**config.mk**
```make
export PLATFORM = sky130hd
export DESIGN_NAME = cau_controller
export DESIGN_NICKNAME = d
export VERILOG_FILES = /design/src/sv/cau_pkg.sv /design/src/sv/cau_controller.sv
export VERILOG_INCLUDE_DIRS = /design/src /design/src/sv
export SDC_FILE = /design/constraint.sdc
export NUM_CORES = 1
export LEC_CHECK = 0
export BUFFER_PORTS_ARGS = -buffer_cell sky130_fd_sc_hd__buf_2
export CORE_AREA = 2 2 73 110
export DETAILED_ROUTE_END_ITERATION = 16
export DIE_AREA = 0 0 75 112
export SLEW_MARGIN = 40
export SYNTH_ARGS = -nofsm -noshare
export SYNTH_HDL_FRONTEND = slang
export SYNTH_SLANG_ARGS = --single-unit
```
**constraint.sdc**
```tcl
create_clock -name clk -period 2.58 [get_ports clk]
set_clock_uncertainty 0.05 [all_clocks]
set_input_delay 0.387 -clock clk [delete_from_list [all_inputs] [get_ports clk]]
set_output_delay 0.387 -clock clk [all_outputs]
set_load 0.02 [all_outputs]
```
**src/sv/complex_arithmetic_unit_defines.svh**
```systemverilog
// Assertion macros shared by the complex arithmetic unit RTL.
`ifndef COMPLEX_ARITHMETIC_UNIT_DEFINES_SVH
`define COMPLEX_ARITHMETIC_UNIT_DEFINES_SVH

// Consequent must hold in the same cycle as the antecedent.
`define CAU_ASSERT_IMPLIES(lbl, clk, rst_n, ante, cons) \
	lbl: assert property (@(posedge clk) disable iff (!rst_n) (ante) |-> (cons)) \
		else $error("cau assertion failed");

// Consequent must hold in the cycle after the antecedent.
`define CAU_ASSERT_NEXT(lbl, clk, rst_n, ante, cons) \
	lbl: assert property (@(posedge clk) disable iff (!rst_n) (ante) |=> (cons)) \
		else $error("cau assertion failed");

`endif

```
**src/sv/cau_pkg.sv**
```systemverilog
// Types, codes and product sequences of the complex arithmetic unit.
`timescale 1ns / 1ps

package cau_pkg;

	localparam int unsigned WORD_W = 32;
	localparam int unsigned EXP_W  = 6;
	localparam int unsigned ACT_W  = 3;
	localparam int unsigned STAT_W = 2;
	localparam int unsigned STEP_W = 3;

	localparam logic [ACT_W-1:0] ACT_ADD = 3'd0;
	localparam logic [ACT_W-1:0] ACT_SUB = 3'd1;
	localparam logic [ACT_W-1:0] ACT_MUL = 3'd2;
	localparam logic [ACT_W-1:0] ACT_DIV = 3'd3;
	localparam logic [ACT_W-1:0] ACT_MAG = 3'd4;
	localparam logic [ACT_W-1:0] ACT_POW = 3'd5;

	localparam logic [STAT_W-1:0] ST_OK        = 2'd0;
	localparam logic [STAT_W-1:0] ST_DIV_ZERO  = 2'd1;
	localparam logic [STAT_W-1:0] ST_OVERFLOW  = 2'd2;

	typedef enum logic [1:0] {OPD_XR, OPD_XI, OPD_YR, OPD_YI} opd_sel_t;

	typedef enum logic [3:0] {
		ACC_NONE, ACC_RE_SET, ACC_RE_ADD, ACC_RE_SUB,
		ACC_IM_SET, ACC_IM_ADD, ACC_IM_SUB, ACC_D_SET, ACC_D_ADD
	} acc_op_t;

	typedef enum logic [1:0] {SEQ_CMUL, SEQ_CDIV, SEQ_MAG} seq_kind_t;

	typedef struct packed {
		opd_sel_t opa;
		opd_sel_t opb;
		acc_op_t  acc;
	} prod_step_t;

	typedef struct packed {
		logic       load;
		logic       load_pow;
		logic       addsub;
		logic       addsub_sub;
		logic       set_one;
		logic       clear;
		prod_step_t step;
		logic       round;
		logic       recip;
		logic       div_start;
		logic       div_step;
		logic       div_write;
		logic       div_part_im;
		logic       sqrt_start;
		logic       sqrt_step;
		logic       sqrt_write;
		logic       set_dz;
		logic       emit;
	} cau_cmd_t;

	typedef struct packed {
		logic d_zero;
	} cau_stat_t;

	function automatic logic [STEP_W-1:0] seq_len(input seq_kind_t kind);
		logic [STEP_W-1:0] n;
		unique case (kind)
			SEQ_CMUL: n = 3'd4;
			SEQ_CDIV: n = 3'd6;
			SEQ_MAG:  n = 3'd2;
			default:  n = 3'd0;
		endcase
		return n;
	endfunction

	// Multiplier program: operand pair and where the product is accumulated.
	function automatic prod_step_t prod_step(input seq_kind_t kind, input logic [STEP_W-1:0] idx);
		prod_step_t s;
		s = '{opa: OPD_XR, opb: OPD_XR, acc: ACC_NONE};
		unique case (kind)
			SEQ_CMUL: begin
				unique case (idx)
					3'd0: s = '{opa: OPD_XR, opb: OPD_YR, acc: ACC_RE_SET};
					3'd1: s = '{opa: OPD_XI, opb: OPD_YI, acc: ACC_RE_SUB};
					3'd2: s = '{opa: OPD_XR, opb: OPD_YI, acc: ACC_IM_SET};
					3'd3: s = '{opa: OPD_XI, opb: OPD_YR, acc: ACC_IM_ADD};
					default: ;
				endcase
			end
			SEQ_CDIV: begin
				unique case (idx)
					3'd0: s = '{opa: OPD_YR, opb: OPD_YR, acc: ACC_D_SET};
					3'd1: s = '{opa: OPD_YI, opb: OPD_YI, acc: ACC_D_ADD};
					3'd2: s = '{opa: OPD_XR, opb: OPD_YR, acc: ACC_RE_SET};
					3'd3: s = '{opa: OPD_XI, opb: OPD_YI, acc: ACC_RE_ADD};
					3'd4: s = '{opa: OPD_XI, opb: OPD_YR, acc: ACC_IM_SET};
					3'd5: s = '{opa: OPD_XR, opb: OPD_YI, acc: ACC_IM_SUB};
					default: ;
				endcase
			end
			SEQ_MAG: begin
				unique case (idx)
					3'd0: s = '{opa: OPD_XR, opb: OPD_XR, acc: ACC_D_SET};
					3'd1: s = '{opa: OPD_XI, opb: OPD_XI, acc: ACC_D_ADD};
					default: ;
				endcase
			end
			default: ;
		endcase
		return s;
	endfunction

endpackage

```
**src/sv/cau_controller.sv**
```systemverilog
// Controller: sequences the datapath for each action and owns the stream handshakes.
`timescale 1ns / 1ps
`include "complex_arithmetic_unit_defines.svh"

module cau_controller import cau_pkg::*; #(
	parameter int unsigned MAX_EXPONENT = 31,
	parameter int unsigned FRAC_BITS    = 16
) (
	input  logic                   clk,
	input  logic                   arst_n,
	input  logic                   in_valid,
	output logic                   in_ready,
	input  logic [ACT_W-1:0]       in_action,
	input  logic signed [EXP_W-1:0] in_exponent,
	output logic                   out_valid,
	input  logic                   out_ready,
	output cau_cmd_t               cmd,
	input  cau_stat_t              stat
);

	localparam int unsigned DIV_STEPS  = 64 + FRAC_BITS;
	localparam int unsigned SQRT_STEPS = 32;
	localparam int unsigned CNT_W      = $clog2(DIV_STEPS + 1);

	typedef enum logic [15:0] {
		S_IDLE   = 16'h0001,
		S_ADDSUB = 16'h0002,
		S_ONE    = 16'h0004,
		S_CLEAR  = 16'h0008,
		S_PROD   = 16'h0010,
		S_ROUND  = 16'h0020,
		S_PPOST  = 16'h0040,
		S_RECIP  = 16'h0080,
		S_DCHK   = 16'h0100,
		S_DSTART = 16'h0200,
		S_DSTEP  = 16'h0400,
		S_DWRITE = 16'h0800,
		S_SSTART = 16'h1000,
		S_SSTEP  = 16'h2000,
		S_SWRITE = 16'h4000,
		S_DONE   = 16'h8000
	} state_t;

	state_t            state_q, state_d;
	logic [CNT_W-1:0]  cnt_q, cnt_d;
	seq_kind_t         seq_q, seq_d;
	logic [ACT_W-1:0]  act_q, act_d;
	logic [EXP_W-1:0]  pow_rem_q, pow_rem_d;
	logic              exp_neg_q, exp_neg_d;
	logic              part_im_q, part_im_d;
	logic              out_valid_q;
	logic [EXP_W-1:0]  e_abs, e_mag;
	logic              accept;

	assign in_ready  = state_q == S_IDLE;
	assign out_valid = out_valid_q;
	assign accept    = in_valid && in_ready;

	// |exponent|, clamped to the largest power supported
	assign e_abs = in_exponent[EXP_W-1] ? (EXP_W'(0) - in_exponent) : in_exponent;
	assign e_mag = (int'(e_abs) > int'(MAX_EXPONENT)) ? EXP_W'(MAX_EXPONENT) : e_abs;

	always_comb begin
		state_d   = state_q;
		cnt_d     = cnt_q;
		seq_d     = seq_q;
		act_d     = act_q;
		pow_rem_d = pow_rem_q;
		exp_neg_d = exp_neg_q;
		part_im_d = part_im_q;
		cmd       = '0;
		cmd.div_part_im = part_im_q;
		cmd.addsub_sub  = act_q == ACT_SUB;

		unique case (state_q)
			S_IDLE: begin
				if (accept) begin
					cmd.load     = 1'b1;
					cmd.load_pow = in_action == ACT_POW;
					act_d        = in_action;
					exp_neg_d    = in_exponent[EXP_W-1];
					cnt_d        = '0;
					unique case (in_action)
						ACT_ADD, ACT_SUB: state_d = S_ADDSUB;
						ACT_MUL: begin
							seq_d   = SEQ_CMUL;
							state_d = S_PROD;
						end
						ACT_DIV: begin
							seq_d   = SEQ_CDIV;
							state_d = S_PROD;
						end
						ACT_MAG: begin
							seq_d   = SEQ_MAG;
							state_d = S_PROD;
						end
						ACT_POW: begin
							seq_d     = SEQ_CMUL;
							pow_rem_d = e_mag - EXP_W'(1);
							if (e_mag == '0)
								state_d = S_ONE;
							else if (e_mag == EXP_W'(1))
								state_d = S_PPOST;
							else
								state_d = S_PROD;
						end
						default: state_d = S_CLEAR;
					endcase
				end
			end
			S_ADDSUB: begin
				cmd.addsub = 1'b1;
				state_d    = S_DONE;
			end
			S_ONE: begin
				cmd.set_one = 1'b1;
				state_d     = S_DONE;
			end
			S_CLEAR: begin
				cmd.clear = 1'b1;
				state_d   = S_DONE;
			end
			S_PROD: begin
				// issue one product a cycle; each product is registered in prod_q before it is accumulated
				if (cnt_q < CNT_W'(seq_len(seq_q)))
					cmd.step = prod_step(seq_q, cnt_q[STEP_W-1:0]);
				cnt_d = cnt_q + CNT_W'(1);
				if (cnt_q == CNT_W'(seq_len(seq_q))) begin
					cnt_d = '0;
					unique case (seq_q)
						SEQ_CMUL: state_d = S_ROUND;
						SEQ_CDIV: state_d = S_DCHK;
						default:  state_d = S_SSTART;
					endcase
				end
			end
			S_ROUND: begin
				cmd.round = 1'b1;
				if (act_q != ACT_POW)
					state_d = S_DONE;
				else if (pow_rem_q == EXP_W'(1))
					state_d = S_PPOST;
				else begin
					pow_rem_d = pow_rem_q - EXP_W'(1);
					state_d   = S_PROD;
				end
			end
			S_PPOST: state_d = exp_neg_q ? S_RECIP : S_DONE;
			S_RECIP: begin
				cmd.recip = 1'b1;
				seq_d     = SEQ_CDIV;
				cnt_d     = '0;
				state_d   = S_PROD;
			end
			S_DCHK: begin
				part_im_d = 1'b0;
				if (stat.d_zero) begin
					cmd.set_dz = 1'b1;
					state_d    = S_DONE;
				end else begin
					state_d = S_DSTART;
				end
			end
			S_DSTART: begin
				cmd.div_start = 1'b1;
				cnt_d         = '0;
				state_d       = S_DSTEP;
			end
			S_DSTEP: begin
				cmd.div_step = 1'b1;
				cnt_d        = cnt_q + CNT_W'(1);
				if (cnt_q == CNT_W'(DIV_STEPS - 1))
					state_d = S_DWRITE;
			end
			S_DWRITE: begin
				cmd.div_write = 1'b1;
				if (part_im_q)
					state_d = S_DONE;
				else begin
					part_im_d = 1'b1;
					state_d   = S_DSTART;
				end
			end
			S_SSTART: begin
				cmd.sqrt_start = 1'b1;
				cnt_d          = '0;
				state_d        = S_SSTEP;
			end
			S_SSTEP: begin
				cmd.sqrt_step = 1'b1;
				cnt_d         = cnt_q + CNT_W'(1);
				if (cnt_q == CNT_W'(SQRT_STEPS - 1))
					state_d = S_SWRITE;
			end
			S_SWRITE: begin
				cmd.sqrt_write = 1'b1;
				state_d        = S_DONE;
			end
			S_DONE: begin
				// hold until the output register is free
				if (!out_valid_q || out_ready) begin
					cmd.emit = 1'b1;
					state_d  = S_IDLE;
				end
			end
			default: state_d = S_IDLE;
		endcase
	end

	always_ff @(posedge clk or negedge arst_n) begin
		if (!arst_n) begin
			state_q     <= S_IDLE;
			cnt_q       <= '0;
			seq_q       <= SEQ_CMUL;
			act_q       <= ACT_ADD;
			pow_rem_q   <= '0;
			exp_neg_q   <= 1'b0;
			part_im_q   <= 1'b0;
			out_valid_q <= 1'b0;
		end else begin
			state_q   <= state_d;
			cnt_q     <= cnt_d;
			seq_q     <= seq_d;
			act_q     <= act_d;
			pow_rem_q <= pow_rem_d;
			exp_neg_q <= exp_neg_d;
			part_im_q <= part_im_d;
			if (cmd.emit)
				out_valid_q <= 1'b1;
			else if (out_ready)
				out_valid_q <= 1'b0;
		end
	end

	`CAU_ASSERT_NEXT(a_accept_drops_ready, clk, arst_n, in_valid && in_ready, !in_ready)
	`CAU_ASSERT_IMPLIES(a_emit_into_free_slot, clk, arst_n, cmd.emit, !out_valid_q || out_ready)
	`CAU_ASSERT_NEXT(a_emit_sets_valid, clk, arst_n, cmd.emit, out_valid_q)

endmodule

```
==> After elaboration in Yosys (flattened, before gate mapping) <==
Index checks and enable logic that the tools add are counted.
W data, S select, Z words.
{ "totals": {"out_inout_bits": 27, "input_bits": 14, "word_cells": 137, "ff_bits": 37} }
{ "classes": {"muxes": 56, "n_eq_ne": 44, "n_addsub": 4, "n_lt_le_gt_ge": 2, "n_reduce_logical": 23} }
{ "op_table": {"columns": ["cell", "count"], "rows": [
  ["$pmux W16 S13", 1],
  ["$mux W16", 10],
  ["$pmux W7 S4", 2],
  ["$pmux W16 S3", 1],
  ["$pmux W8 S6", 1],
  ["$mux W6", 6],
  ["$mux W7", 4],
  ["$pmux W13 S2", 1],
  ["$pmux W8 S3", 1],
  ["$mux W1", 17],
  ["$eq A16 B1 Y1 const B", 1],
  ["$eq A16 B10 Y1 const B", 1],
  ["$eq A16 B11 Y1 const B", 1],
  ["$eq A16 B12 Y1 const B", 1],
  ["$eq A16 B13 Y1 const B", 1],
  ["$eq A16 B14 Y1 const B", 1],
  ["$eq A16 B15 Y1 const B", 1],
  ["$eq A16 B16 Y1 const B", 1],
  ["$eq A16 B2 Y1 const B", 1],
  ["$eq A16 B3 Y1 const B", 1],
  ["$eq A16 B4 Y1 const B", 1],
  ["$eq A16 B5 Y1 const B", 1],
  ["$eq A16 B6 Y1 const B", 1],
  ["$eq A16 B7 Y1 const B", 1],
  ["other kinds (43)", 71]
]} }

==> Logic depth before layout (Yosys ltp) <==
{ "depth": {"depth_word": 10, "ltp_mapped": 11, "ltp_nobuf": 9} }

==> Worst setup path before layout <==
Ideal clock, no wire load.
{ "synth_path": {"path_type": "flip-flop to output port", "startpoint": "register state_q[2]", "endpoint": "output cmd[18] (netlist bit)", "required_time_ns": 2.143, "stages_incl_launch_ff": 7, "arrival_time_ns": 2.571, "setup_slack_ns": -0.428, "n_path_buf": 2, "cell_sequence": "dfrtp_1 -> buf_2 -> or4_1 -> clkbuf_2 -> nor4_1 -> nand3_1 -> nor4b_1"} }
{ "synth_lines": {"columns": ["item", "line_no", "source"], "rows": [
  ["from (decl)", "cau_controller.sv:44", "state_t state_q, state_d;"],
  ["from (signal assigned)", "cau_controller.sv:221", "state_q <= state_d;"],
  ["to (decl)", "cau_controller.sv:17", "output cau_cmd_t cmd,"]
]} }

==> run_results.csv <==
group,metric,value,unit
global_route,track_usage,21.7,%
power_and_ir_drop,power_frac_comb,59.3,%
layout,area_growth,48.1,%
floorplanning,start_util,39.2,%
clocking,cts-root-buf,"clkbuf_16",
setup_path,crit_family,"flip-flops",
setup_path,crit_path_max_fanout,4,
setup_path,cp.required,2.14,ns
setup_path,cp_data_arrival_time,2.35,ns
floorplanning,core_region_area,7470,µm²
synthesis,yosys_register_bits,37,
synthesis,synthArstFlopShare,100,%
routing,wl_per_cell,16.6,µm
setup_path,slowest_stage,"dfrtp_2",
place,place_ws,-0.0768,ns
global_route,grt_start_max_net_pins,38,
routing,dr.pass1.iters,4,
synthesis,netlist_instances,364,
setup_path,startpoint_type,"register",
sta,rsz0062_at_grt,"yes",
sta,min_period,2.79,ns
job,drv_cap,0,
power_and_ir_drop,pwr-share-seq,22.4,%
power_and_ir_drop,p_per_area,904,nW/µm²
power_and_ir_drop,swShare,42.2,%
outcome,violations,"negative setup slack",
floorplanning,die_area,8400,µm²
place,portBuffers,40,
synthesis,yosys.area.top_type,"dfrtp_1",
sta,finalHoldViolations,0,
clocking,tritoncts,"yes",
place,dp.cells,535,
clocking,clock_latency,0.29,ns
layout,ff_latch_area,931,µm²
global_route,grt_pass1_wl,14000,µm
synthesis,ys_seq_area_share,31.7,%
setup_path,crit_top_cell,"ha_4",
routing,vias,3124,
synthesis,synth_cell_types,68,
synthesis,synth_edf_count,0,
sta,tightestPinTransition,0.500,ns
power_and_ir_drop,p_sw,1650,µW
global_route,antenna_found_initial,0,
sta,period_share,108,%
place,place_congestion,0.876,
power_and_ir_drop,finalPower,3920,µW
power_and_ir_drop,power_frac_clock,18.3,%
floorplanning,io_pins,41,
layout,n_fill_cell,654,
place,dp_hpwl,6520,µm
sta,setup_viol,16,
sta,holdWs,0.00730,ns
synthesis,syn_avg_cell_area,8.04,µm²
setup_path,path_cells,"ha_4 -> o21bai_4 -> ha_4 -> a211oi_2 -> nand3_2 -> buf_6 -> nor4b_4 -> buf_4",
routing,drc,0,
sta,slew-limit-headroom,66.7,%
sta,fin_ws,-0.209,ns
routing,wirelength,9400,µm
clocking,clk_path_buf_depth,2,
synthesis,netlist_area,2930,µm²
clocking,htreeDepth,2,
floorplanning,die_y,112,µm
synthesis,syn-num-nets,393,
routing,drtAntennaViolNets,0,
synthesis,yosys-top-cells-area,"dfrtp_1 31%, ha_1 6.4%, nor2_1 5.3%",
routing,viasPerCell,5.52,
clocking,holdBufCountCts,0,
setup_path,rrSetupSlack,0,ns
setup_path,worst-setup-path-type,"reg -> out",
layout,design_area,4330,µm²
global_route,grt_pass1_vias,3051,
power_and_ir_drop,ir_drop,0.450,mV
outcome,status,"finished with violations",
clocking,numCtsBuffers,5,
routing,drt_iter0_drc,204,
synthesis,netlist.area_leader.share,30.8,%
clocking,clock_sinks,37,
place,post_dp_cell_area,3600,µm²
sta,slew_viol_final,0,
power_and_ir_drop,cellLeakagePower,0.00195,µW
setup_path,endpoint_kind,"primary output",
setup_path,r2r_cells,10,
setup_path,critPathBufInv,2,
clocking,clk_pin_slew,0.06,ns
min_path,worstHoldPathType,"in -> async",
layout,drive_gt1_share,42.0,%
setup_path,path_depth,8,
layout,diodes,0,
global_route,overflow,0,
floorplanning,std_cell_rows,39,
setup_path,slowest_delay,0.47,ns
floorplanning,die_w,75,µm
layout,final_cell_mix,"78 x buf_4, 39 x nor2_1, 34 x nand2_1",
layout,final_nets,492,
synthesis,yosysWarnings,0,
synthesis,ys.flop_type,"dfrtp_1",
sta,max_freq,0.359,GHz
layout,multiInputGateArea,2150,µm²
layout,instances_no_fill,566,
layout,final_common_cell,"buf_4",
power_and_ir_drop,intPower,2260,µW
[cell type report]
class                   count  area share (%)
multi-input cells         280            49.7
flip-flops and latches     37            21.5
repair buffers            114            19.8
well taps                 102            2.95
clock buffers               5            2.89
inverters                  25            2.22
clock inverters             3            1.01
[final timing paths]
kind / startpoint / end
setup / recovery: seq_q[0] / cmd[18]
hold / removal: arst_n / cnt_q[0]
setup reg to reg: seq_q[0] / state_q[12]
hold reg to reg: act_q[0] / act_q[0]
max in group asynchronous: arst_n / state_q[6]
min in group clk: stat / state_q[9]
[what timing repair did]
| item | CTS | global route |
|---|---|---|
| resized for setup | 30 | 60 |
| pin swaps | 3 | 19 |
| setup buffers | 9 | 14 |
| cloned | 0 | 0 |
| setup endpoints to repair | 16 | 34 |
[stage by stage]
step           util (%)  TNS [ns]
2_1_floorplan         -    -0.151
3_3_place_gp       48.2   -0.0207
6_report           58.0     -1.44
5_1_grt            58.0     -2.89
4_1_cts            53.0    -0.773
3_5_place_dp       48.2    -0.110
[Yosys cell counts, types with 6 or more instances]
cell type / count
o21ai_0: 19
clkbuf_1: 12
a31oi_1: 9
inv_1: 24
or4b_2: 6
nor2_1: 41
nand3_1: 15
nor3_1: 10
ha_1: 15
dfrtp_1: 36
a21oi_1: 17
nor4_1: 10
nand4_1: 9
nand2_1: 35
nor4b_1: 8
[metal layers]
metal  global-route usage, %  wire [µm]
met2                    39.8       5170
met1                    23.6       3620
met4                    9.52        327
met3                    3.08        283
met5                       0          0
[power groups by stage]
stage / Combinational (µW) / Clock, µW / Sequential, µW
2_1_floorplan: 1100 / 0 / 837
3_3_place_gp: 1650 / 0 / 851
3_5_place_dp: 1680 / 0 / 860
4_1_cts: 1870 / 722 / 851
5_1_grt: 2500 / 747 / 893
6_report: 2320 / 718 / 876
[cells by family after synthesis]
kind of cell,Yosys count,synth area share [%]
mux,7,2.57
buf+inv,47,6.67
simple gates,168,32.2
fa+ha+maj,15,6.41
compound gates,83,18.4
flops,37,31.7
xor+xnor,7,2.09
[worst reg2reg max path, delay by kind of cell (launching register included)]
family | cells | cell delay, ns
AOI/OAI and AO/OA | 2 | 0.37
and+or+nand+nor | 4 | 0.84
buffers and inverters | 2 | 0.30
adders and majority gates | 2 | 0.48
DFF | 1 | 0.47
[state kept, by name, indices dropped and copies added (netlist names)]
name / count
act_q: 3
cnt_q: 7
exp_neg_q: 1
out_valid: 1
part_im_q: 1
pow_rem_q: 6
seq_q: 2
state_q: 16
Power figures use the tool's default switching activity.
